File: src/rtl/hgw_pkg.sv
`timescale 1ns / 1ps
`default_nettype none

package hgw_pkg;

  localparam int unsigned ThrW    = 20;
  localparam int unsigned TimeW   = 63;
  localparam int unsigned CntW    = 32;
  localparam int unsigned ScaledW = 40;

  localparam logic [ScaledW-1:0] NsPerMs     = 40'd1000000;
  localparam logic [ThrW-1:0]    SuspResetMs = 20'd500;
  localparam logic [ThrW-1:0]    DeadResetMs = 20'd2000;
  localparam logic [ScaledW-1:0] SuspResetNs = 40'd500000000;
  localparam logic [ScaledW-1:0] DeadResetNs = 40'd2000000000;

  typedef enum logic {
    REG_SUSPECT = 1'b0,
    REG_DEAD    = 1'b1
  } hgw_reg_e;

  typedef enum logic {
    ACT_OBSERVE = 1'b0,
    ACT_TAKE    = 1'b1
  } hgw_action_e;

  typedef enum logic [1:0] {
    CLS_HEALTHY = 2'd0,
    CLS_SUSPECT = 2'd1,
    CLS_DEAD    = 2'd2
  } hgw_class_e;

  typedef struct packed {
    hgw_action_e      action;
    logic [TimeW-1:0] now_time_ns;
    logic [TimeW-1:0] last_beat_time_ns;
  } hgw_in_t;

  typedef struct packed {
    hgw_class_e       health;
    logic             dead_notice;
    logic [TimeW-1:0] largest_gap_ns;
    logic [CntW-1:0]  suspect_entries;
    logic [CntW-1:0]  dead_entries;
  } hgw_out_t;

  typedef struct packed {
    logic [ScaledW-1:0] suspect_ns;
    logic [ScaledW-1:0] dead_ns;
  } hgw_thr_t;

endpackage

`default_nettype wire

File: src/rtl/hgw_cfg.sv
`timescale 1ns / 1ps
`default_nettype none

module hgw_cfg (
  input  wire logic                          clk_i,
  input  wire logic                          rst_ni,
  input  wire logic                          cfg_we_i,
  input  wire hgw_pkg::hgw_reg_e             cfg_idx_i,
  input  wire logic [hgw_pkg::ThrW-1:0]      cfg_wdata_i,
  output hgw_pkg::hgw_thr_t                  thr_o
);

  logic [hgw_pkg::ScaledW-1:0] scaled_d;
  logic [hgw_pkg::ScaledW-1:0] susp_ns_q;
  logic [hgw_pkg::ScaledW-1:0] dead_ns_q;

  // thresholds are kept already scaled to ns
  always_comb begin
    scaled_d = hgw_pkg::ScaledW'(cfg_wdata_i) * hgw_pkg::NsPerMs;
  end

  always_ff @(posedge clk_i or negedge rst_ni) begin
    if (!rst_ni) begin
      susp_ns_q <= hgw_pkg::SuspResetNs;
      dead_ns_q <= hgw_pkg::DeadResetNs;
    end else if (cfg_we_i) begin
      unique case (cfg_idx_i)
        hgw_pkg::REG_SUSPECT: susp_ns_q <= scaled_d;
        hgw_pkg::REG_DEAD:    dead_ns_q <= scaled_d;
      endcase
    end
  end

  assign thr_o.suspect_ns = susp_ns_q;
  assign thr_o.dead_ns    = dead_ns_q;

endmodule

`default_nettype wire

File: src/rtl/hgw_in_stage.sv
`timescale 1ns / 1ps
`default_nettype none

module hgw_in_stage (
  input  wire logic              clk_i,
  input  wire logic              rst_ni,
  input  wire logic              in_valid_i,
  output logic                   in_ready_o,
  input  wire hgw_pkg::hgw_in_t  in_data_i,
  input  wire logic              advance_i,
  output logic                   s1_valid_o,
  output hgw_pkg::hgw_in_t       s1_data_o
);

  logic             s1_valid_q, s1_valid_d;
  hgw_pkg::hgw_in_t s1_data_q;
  logic             load;

  assign in_ready_o = !s1_valid_q || advance_i;
  assign load       = in_valid_i && in_ready_o;

  always_comb begin
    s1_valid_d = s1_valid_q;
    if (load) begin
      s1_valid_d = 1'b1;
    end else if (advance_i) begin
      s1_valid_d = 1'b0;
    end
  end

  always_ff @(posedge clk_i or negedge rst_ni) begin
    if (!rst_ni) begin
      s1_valid_q <= 1'b0;
    end else begin
      s1_valid_q <= s1_valid_d;
    end
  end

  always_ff @(posedge clk_i) begin
    if (load) begin
      s1_data_q <= in_data_i;
    end
  end

  assign s1_valid_o = s1_valid_q;
  assign s1_data_o  = s1_data_q;

endmodule

`default_nettype wire

File: src/rtl/hgw_eval.sv
`timescale 1ns / 1ps
`default_nettype none

module hgw_eval (
  input  wire logic              clk_i,
  input  wire logic              rst_ni,
  input  wire hgw_pkg::hgw_thr_t thr_i,
  input  wire logic              s1_valid_i,
  input  wire hgw_pkg::hgw_in_t  s1_data_i,
  output logic                   advance_o,
  output logic                   out_valid_o,
  input  wire logic              out_ready_i,
  output hgw_pkg::hgw_out_t      out_data_o
);

  localparam int unsigned TimeW = hgw_pkg::TimeW;
  localparam int unsigned CntW  = hgw_pkg::CntW;

  logic                out_valid_q, out_valid_d;
  hgw_pkg::hgw_class_e class_q, class_d, class_new;
  logic [TimeW-1:0]    max_q, max_d;
  logic [CntW-1:0]     susp_cnt_q, susp_cnt_d;
  logic [CntW-1:0]     dead_cnt_q, dead_cnt_d;
  logic                armed_q, armed_d;
  logic                notice_q, notice_d;
  logic [TimeW:0]      diff;
  logic [TimeW-1:0]    gap;

  assign advance_o = s1_valid_i && (!out_valid_q || out_ready_i);

  // gap clamps at zero when the beat lies in the future
  always_comb begin
    diff = {1'b0, s1_data_i.now_time_ns} - {1'b0, s1_data_i.last_beat_time_ns};
    gap  = diff[TimeW] ? '0 : diff[TimeW-1:0];
    if (gap >= TimeW'(thr_i.dead_ns)) begin
      class_new = hgw_pkg::CLS_DEAD;
    end else if (gap >= TimeW'(thr_i.suspect_ns)) begin
      class_new = hgw_pkg::CLS_SUSPECT;
    end else begin
      class_new = hgw_pkg::CLS_HEALTHY;
    end
  end

  always_comb begin
    class_d    = class_q;
    max_d      = max_q;
    susp_cnt_d = susp_cnt_q;
    dead_cnt_d = dead_cnt_q;
    armed_d    = armed_q;
    notice_d   = 1'b0;
    if (s1_data_i.action == hgw_pkg::ACT_TAKE) begin
      notice_d = armed_q;
      armed_d  = 1'b0;
    end else if (s1_data_i.last_beat_time_ns == '0) begin
      class_d = hgw_pkg::CLS_HEALTHY;
    end else begin
      class_d = class_new;
      if (gap > max_q) begin
        max_d = gap;
      end
      if (class_new != class_q) begin
        case (class_new)
          hgw_pkg::CLS_SUSPECT: begin
            if (susp_cnt_q != '1) begin
              susp_cnt_d = susp_cnt_q + CntW'(1);
            end
          end
          hgw_pkg::CLS_DEAD: begin
            if (dead_cnt_q != '1) begin
              dead_cnt_d = dead_cnt_q + CntW'(1);
            end
            armed_d = 1'b1;
          end
          default: begin
            armed_d = 1'b0;
          end
        endcase
      end
    end
  end

  always_comb begin
    out_valid_d = out_valid_q;
    if (advance_o) begin
      out_valid_d = 1'b1;
    end else if (out_ready_i) begin
      out_valid_d = 1'b0;
    end
  end

  // state registers double as the result word
  always_ff @(posedge clk_i or negedge rst_ni) begin
    if (!rst_ni) begin
      out_valid_q <= 1'b0;
      class_q     <= hgw_pkg::CLS_HEALTHY;
      max_q       <= '0;
      susp_cnt_q  <= '0;
      dead_cnt_q  <= '0;
      armed_q     <= 1'b0;
      notice_q    <= 1'b0;
    end else begin
      out_valid_q <= out_valid_d;
      if (advance_o) begin
        class_q    <= class_d;
        max_q      <= max_d;
        susp_cnt_q <= susp_cnt_d;
        dead_cnt_q <= dead_cnt_d;
        armed_q    <= armed_d;
        notice_q   <= notice_d;
      end
    end
  end

  assign out_valid_o                = out_valid_q;
  assign out_data_o.health          = class_q;
  assign out_data_o.dead_notice     = notice_q;
  assign out_data_o.largest_gap_ns  = max_q;
  assign out_data_o.suspect_entries = susp_cnt_q;
  assign out_data_o.dead_entries    = dead_cnt_q;

  a_armed_counted: assert property (@(posedge clk_i) disable iff (!rst_ni)
    armed_q |-> dead_cnt_q != '0)
    else $error("notice armed with no dead entry counted");

  a_max_mono: assert property (@(posedge clk_i) disable iff (!rst_ni)
    max_q >= $past(max_q))
    else $error("largest gap decreased");

  a_cnt_mono: assert property (@(posedge clk_i) disable iff (!rst_ni)
    susp_cnt_q >= $past(susp_cnt_q) && dead_cnt_q >= $past(dead_cnt_q))
    else $error("entry counter decreased");

  a_hold_state: assert property (@(posedge clk_i) disable iff (!rst_ni)
    !advance_o |=> $stable(class_q) && $stable(armed_q) && $stable(notice_q))
    else $error("state changed without a word moving");

endmodule

`default_nettype wire

File: src/rtl/heartbeat_gap_watchdog_core.sv
`timescale 1ns / 1ps
`default_nettype none

// channel  | handshake                    | payload
// ---------+------------------------------+-------------------------
// in       | in_valid_i / in_ready_o      | in_data_i  (hgw_in_t)
// out      | out_valid_o / out_ready_i    | out_data_o (hgw_out_t)
// cfg      | cfg_we_i, cfg_idx_i          | cfg_wdata_i (20 bits)
//
// One word per cycle sustained while out_ready_i stays high; results are registered.
// Input register feeds one subtract/compare stage whose state registers are the result.
// Thresholds are scaled to ns at write time, so cfg writes take effect the next cycle.
// Reset clears valid and watchdog state, restores threshold defaults (500 ms, 2000 ms).
// A stalled result holds; the input register still takes one more word.

module heartbeat_gap_watchdog_core (
  input  wire logic                     clk_i,
  input  wire logic                     rst_ni,
  input  wire logic                     in_valid_i,
  output logic                          in_ready_o,
  input  wire hgw_pkg::hgw_in_t         in_data_i,
  output logic                          out_valid_o,
  input  wire logic                     out_ready_i,
  output hgw_pkg::hgw_out_t             out_data_o,
  input  wire logic                     cfg_we_i,
  input  wire hgw_pkg::hgw_reg_e        cfg_idx_i,
  input  wire logic [hgw_pkg::ThrW-1:0] cfg_wdata_i
);

  hgw_pkg::hgw_thr_t thr;
  hgw_pkg::hgw_in_t  s1_data;
  logic              s1_valid;
  logic              advance;

  hgw_cfg u_cfg (
    .clk_i       (clk_i),
    .rst_ni      (rst_ni),
    .cfg_we_i    (cfg_we_i),
    .cfg_idx_i   (cfg_idx_i),
    .cfg_wdata_i (cfg_wdata_i),
    .thr_o       (thr)
  );

  hgw_in_stage u_in_stage (
    .clk_i      (clk_i),
    .rst_ni     (rst_ni),
    .in_valid_i (in_valid_i),
    .in_ready_o (in_ready_o),
    .in_data_i  (in_data_i),
    .advance_i  (advance),
    .s1_valid_o (s1_valid),
    .s1_data_o  (s1_data)
  );

  hgw_eval u_eval (
    .clk_i       (clk_i),
    .rst_ni      (rst_ni),
    .thr_i       (thr),
    .s1_valid_i  (s1_valid),
    .s1_data_i   (s1_data),
    .advance_o   (advance),
    .out_valid_o (out_valid_o),
    .out_ready_i (out_ready_i),
    .out_data_o  (out_data_o)
  );

endmodule

`default_nettype wire

File: config.mk
export PLATFORM = sky130hd
export DESIGN_NAME = heartbeat_gap_watchdog_core
export DESIGN_NICKNAME = d
export VERILOG_FILES = /design/src/rtl/hgw_pkg.sv /design/src/rtl/hgw_cfg.sv /design/src/rtl/hgw_in_stage.sv /design/src/rtl/hgw_eval.sv /design/src/rtl/heartbeat_gap_watchdog_core.sv
export SDC_FILE = /design/constraint.sdc
export NUM_CORES = 1
export LEC_CHECK = 0
export ABC_AREA = 1
export BUFFER_PORTS_ARGS = -buffer_cell sky130_fd_sc_hd__buf_4
export CORE_ASPECT_RATIO = 0.5
export CORE_MARGIN = 2
export CORE_UTILIZATION = 56
export CTS_BUF_LIST = sky130_fd_sc_hd__clkbuf_2 sky130_fd_sc_hd__clkbuf_4 sky130_fd_sc_hd__clkbuf_8
export DETAILED_ROUTE_END_ITERATION = 6
export GPL_TIMING_DRIVEN = 0
export PLACE_DENSITY = 0.83
export SYNTH_ARGS = -nofsm -noshare
export SYNTH_HDL_FRONTEND = slang
export SYNTH_SLANG_ARGS = --single-unit
export TNS_END_PERCENT = 20
File: constraint.sdc
create_clock -name clk_i -period 3.9 [get_ports clk_i]
set_input_delay 0.975 -clock clk_i [delete_from_list [all_inputs] [get_ports clk_i]]
set_output_delay 0.975 -clock clk_i [all_outputs]
set_load 0.02 [all_outputs]
==> results.md <==
- CTS Root Cell: clkbuf_8
- Tmin final: 5.23 ns
- RR Endpoint: u_eval.dead_cnt_q[14]
- Setup repair after global routing missed its margin: yes
- Drt via density: 5.65
- Post-Route Skew: 0.0483 ns
- CP required: 4.37 ns
- Die footprint: 51000 sq um
- Final ANT Viol Nets: 0
- EDFF count, synth: 127
- Slew headroom: 21.4%
- Slew Limit Fails: 0
- Syn avg cell area: 7.57 sq um
- Fraction of registers with async set/reset: 61.3%
- Synth area leaders: dfrtp_1 (16%), nand2_1 (15%), ha_1 (14%)
- CP Capture Type: register
- Yosys warns: 0
- DRC viols: 0
- Worst reg2reg path startpoint: u_in_stage.s1_data_o[2]
- Count leader, synth: nand2_1
- Clock Latency Late Sink: 0.65 ns
- Mapped Area: 27500 sq um
- Worst Hold Class: input pin to async pin
- Startpoint types: input pin
- Top post-synthesis cells by count: nand2_1 (1062), inv_1 (652), ha_1 (314), nor2_1 (220), o21ai_0 (182)
- IO buf count: 284
- Gr usage total: 34.8%
- Hold slack: 0.402 ns
- WP data arrival: 5.70 ns
- Die width: 317 um
- Initial antenna violation count: 0
- Cells after Synth: 3630
- Reg2Reg Setup Slack: -1.14 ns
- Routed wire length: 95600 um
- Crit-path max FO: 5
- Row Count: 57
- Worst-path clk slew: 0.07 ns
- Share of layout cells above drive strength 1: 28.1%
- Gr ovfl total: 0
- Via Count: 27400
- Die outline height: 161 um
- Max Clk Rate: 191 MHz
- Pwr/cell area: 635 nW/um^2
- Top FF cell, synth: dfrtp_1
- Vias in the first global route: 25900
- Final Hold Vio Count: 0
- # setup viols final: 172
- H-tree lvl count: 2
- GPL Wtd Cong: 1.01
- Sink Count: 328
- Routed WL per cell: 19.7 um
- Setup_tns: -158.32 ns
- Clock Path Buffers: 3
- Pin count of the biggest net entering global routing: 112
- Netlist cell types: 55
- Final Power: 23.1 mW
- Maximum VDD drop: 727 uV
- Final core occ: 75.0%
- Fillers: 3465
- Max Cap Violations: 0
- Worst Tran Pin Value: 1.17 ns
- Outcome: finished with violations
- Leakage: 18.1 nW
- Failing checks: negative setup slack
- Layout Nets: 4707
- First DRT Iteration DRCs: 2758
- Post-CTS Hold Buffers: 0
- Yosys top cell by area: dfrtp_1
- Post-synth top area share: 15.9%
- PnR worst setup slack: -1.33 ns
- IO Pins: 285
- Crit path kind: input pin to register
- Number of buffers created by CTS: 49
- Syn nets: 4173
- Post-synthesis sequential area ratio: 32.3%
- Reg2Reg Depth: 39
- Post-DP HPWL: 68900 um
- Area delta synth->final: 32.4%
- Placement Setup Slack: -2.28 ns
- First-pass GRT wire length: 139000 um
- Initial Util: 56.7%
- Tcrit/Tclk final: 134%
- Antenna cell count: 0
- Core area: 48500 sq um
- CTS tree: done
- Pre-Repair DR Iteration Count: 6
- Synth Register Bits: 328
-- metal layers --
layer  vias to the layer above  routed length (um)  GRT usage (%)
li1                      12700                   -              -
met1                     13000               37100           45.0
met2                      1363               45700           58.6
met3                       355                8010           5.60
met4                         0                4720           13.1
met5                         -                   0              0
-- power breakdown --
group	total, mW	internal [mW]	switching [mW]	leakage, nW
logic	15.1	6.32	8.82	13.8
registers	4.92	4.40	0.519	3.82
clock network	3.05	1.57	1.48	0.541
total	23.1	12.3	10.8	18.1
-- flip-flops by register name, summed over array words and instances (netlist names) --
| register | cells |
|---|---|
| u_cfg.susp_ns_q | 34 |
| u_eval.class_q | 2 |
| u_eval.notice_q | 1 |
| u_eval.dead_cnt_q | 32 |
| u_eval.susp_cnt_q | 32 |
| u_cfg.dead_ns_q | 34 |
| u_eval.out_valid_o | 1 |
| u_eval.armed_q | 1 |
| u_in_stage.s1_data_o | 127 |
| u_in_stage.s1_valid_o | 1 |
| u_eval.max_q | 63 |
-- timing repair --
item | 4_1_cts | 5_1_grt
gates cloned | 8 | 3
setup endpoints to repair | 172 | 174
gates resized for setup | 425 | 299
pin swaps | 140 | 147
setup buffers | 100 | 87
-- worst max-delay path by stage --
stage,cells after the start,to,slack (ns),startpoint
global placement,28,u_eval.dead_cnt_q[20],-2.14,u_in_stage.s1_data_o[63]
floorplan,24,u_cfg.susp_ns_q[36],-1.59,cfg_wdata_i[2]
finish,25,u_cfg.susp_ns_q[36],-1.33,cfg_wdata_i[1]
global route,25,u_cfg.susp_ns_q[36],-1.48,cfg_wdata_i[1]
detailed placement,28,u_eval.dead_cnt_q[10],-2.28,u_in_stage.s1_data_o[63]
CTS,25,u_cfg.dead_ns_q[36],-1.22,cfg_wdata_i[0]
-- critical path: stages --
cell	delay (ns)
buf_12	0.11
fa_1	0.50
fa_1	0.52
inv_1	0.06
fa_1	0.49
inv_1	0.05
fa_1	0.44
ha_1	0.31
inv_2	0.04
fa_1	0.48
inv_2	0.05
ha_4	0.23
a21oi_4	0.17
o21ai_2	0.09
a21oi_2	0.16
o21ai_2	0.11
nand2_1	0.08
nand2_2	0.07
a21boi_2	0.18
o21ai_2	0.08
nand2_1	0.08
nand2_2	0.06
or2_4	0.24
nand3_2	0.06
o21ai_1	0.07
-- cell type report --
cell class	instances	area, sq um	share of cell area [%]
buffer	61	492	1.35
clock buffer	72	866	2.38
clock inverter	20	164	0.450
inverter	690	2600	7.15
multi-input combinational	2550	18600	51.1
sequential	328	8880	24.4
tap	649	812	2.23
timing repair buffer	484	4000	11.0
-- logic make-up after synthesis --
group           Yosys count  synth area share (%)
fa+ha+maj               390                  19.8
compound gates          362                  7.06
simple gates           1676                  26.3
flops                   328                  32.3
xor+xnor                122                  3.92
buf+inv                 752                  10.6
-- layout by cell type, fill, tap and decap left out, drive strengths merged, types with 108 or more instances in the layout --
master | Yosys | final
o21ai | 184 | 184
dfrtp | 175 | 175
buf | 25 | 509
clkbuf | 37 | 108
nand3 | 136 | 136
a21oi | 131 | 131
ha | 314 | 314
inv | 686 | 686
nand4 | 121 | 121
nor2 | 241 | 241
edfxtp | 127 | 127
nand2 | 1075 | 1075
-- through the flow --
| stage | cells | area [sq um] |
|---|---|---|
| 2_1_floorplan | 3630 | 27600 |
| 3_3_place_gp | 4563 | 30600 |
| 3_5_place_dp | 4566 | 30700 |
| 4_1_cts | 4766 | 34600 |
| 5_1_grt | 4854 | 36400 |
| 6_report | 4854 | 36400 |
Note: power is estimated with default switching activity, not from simulation.
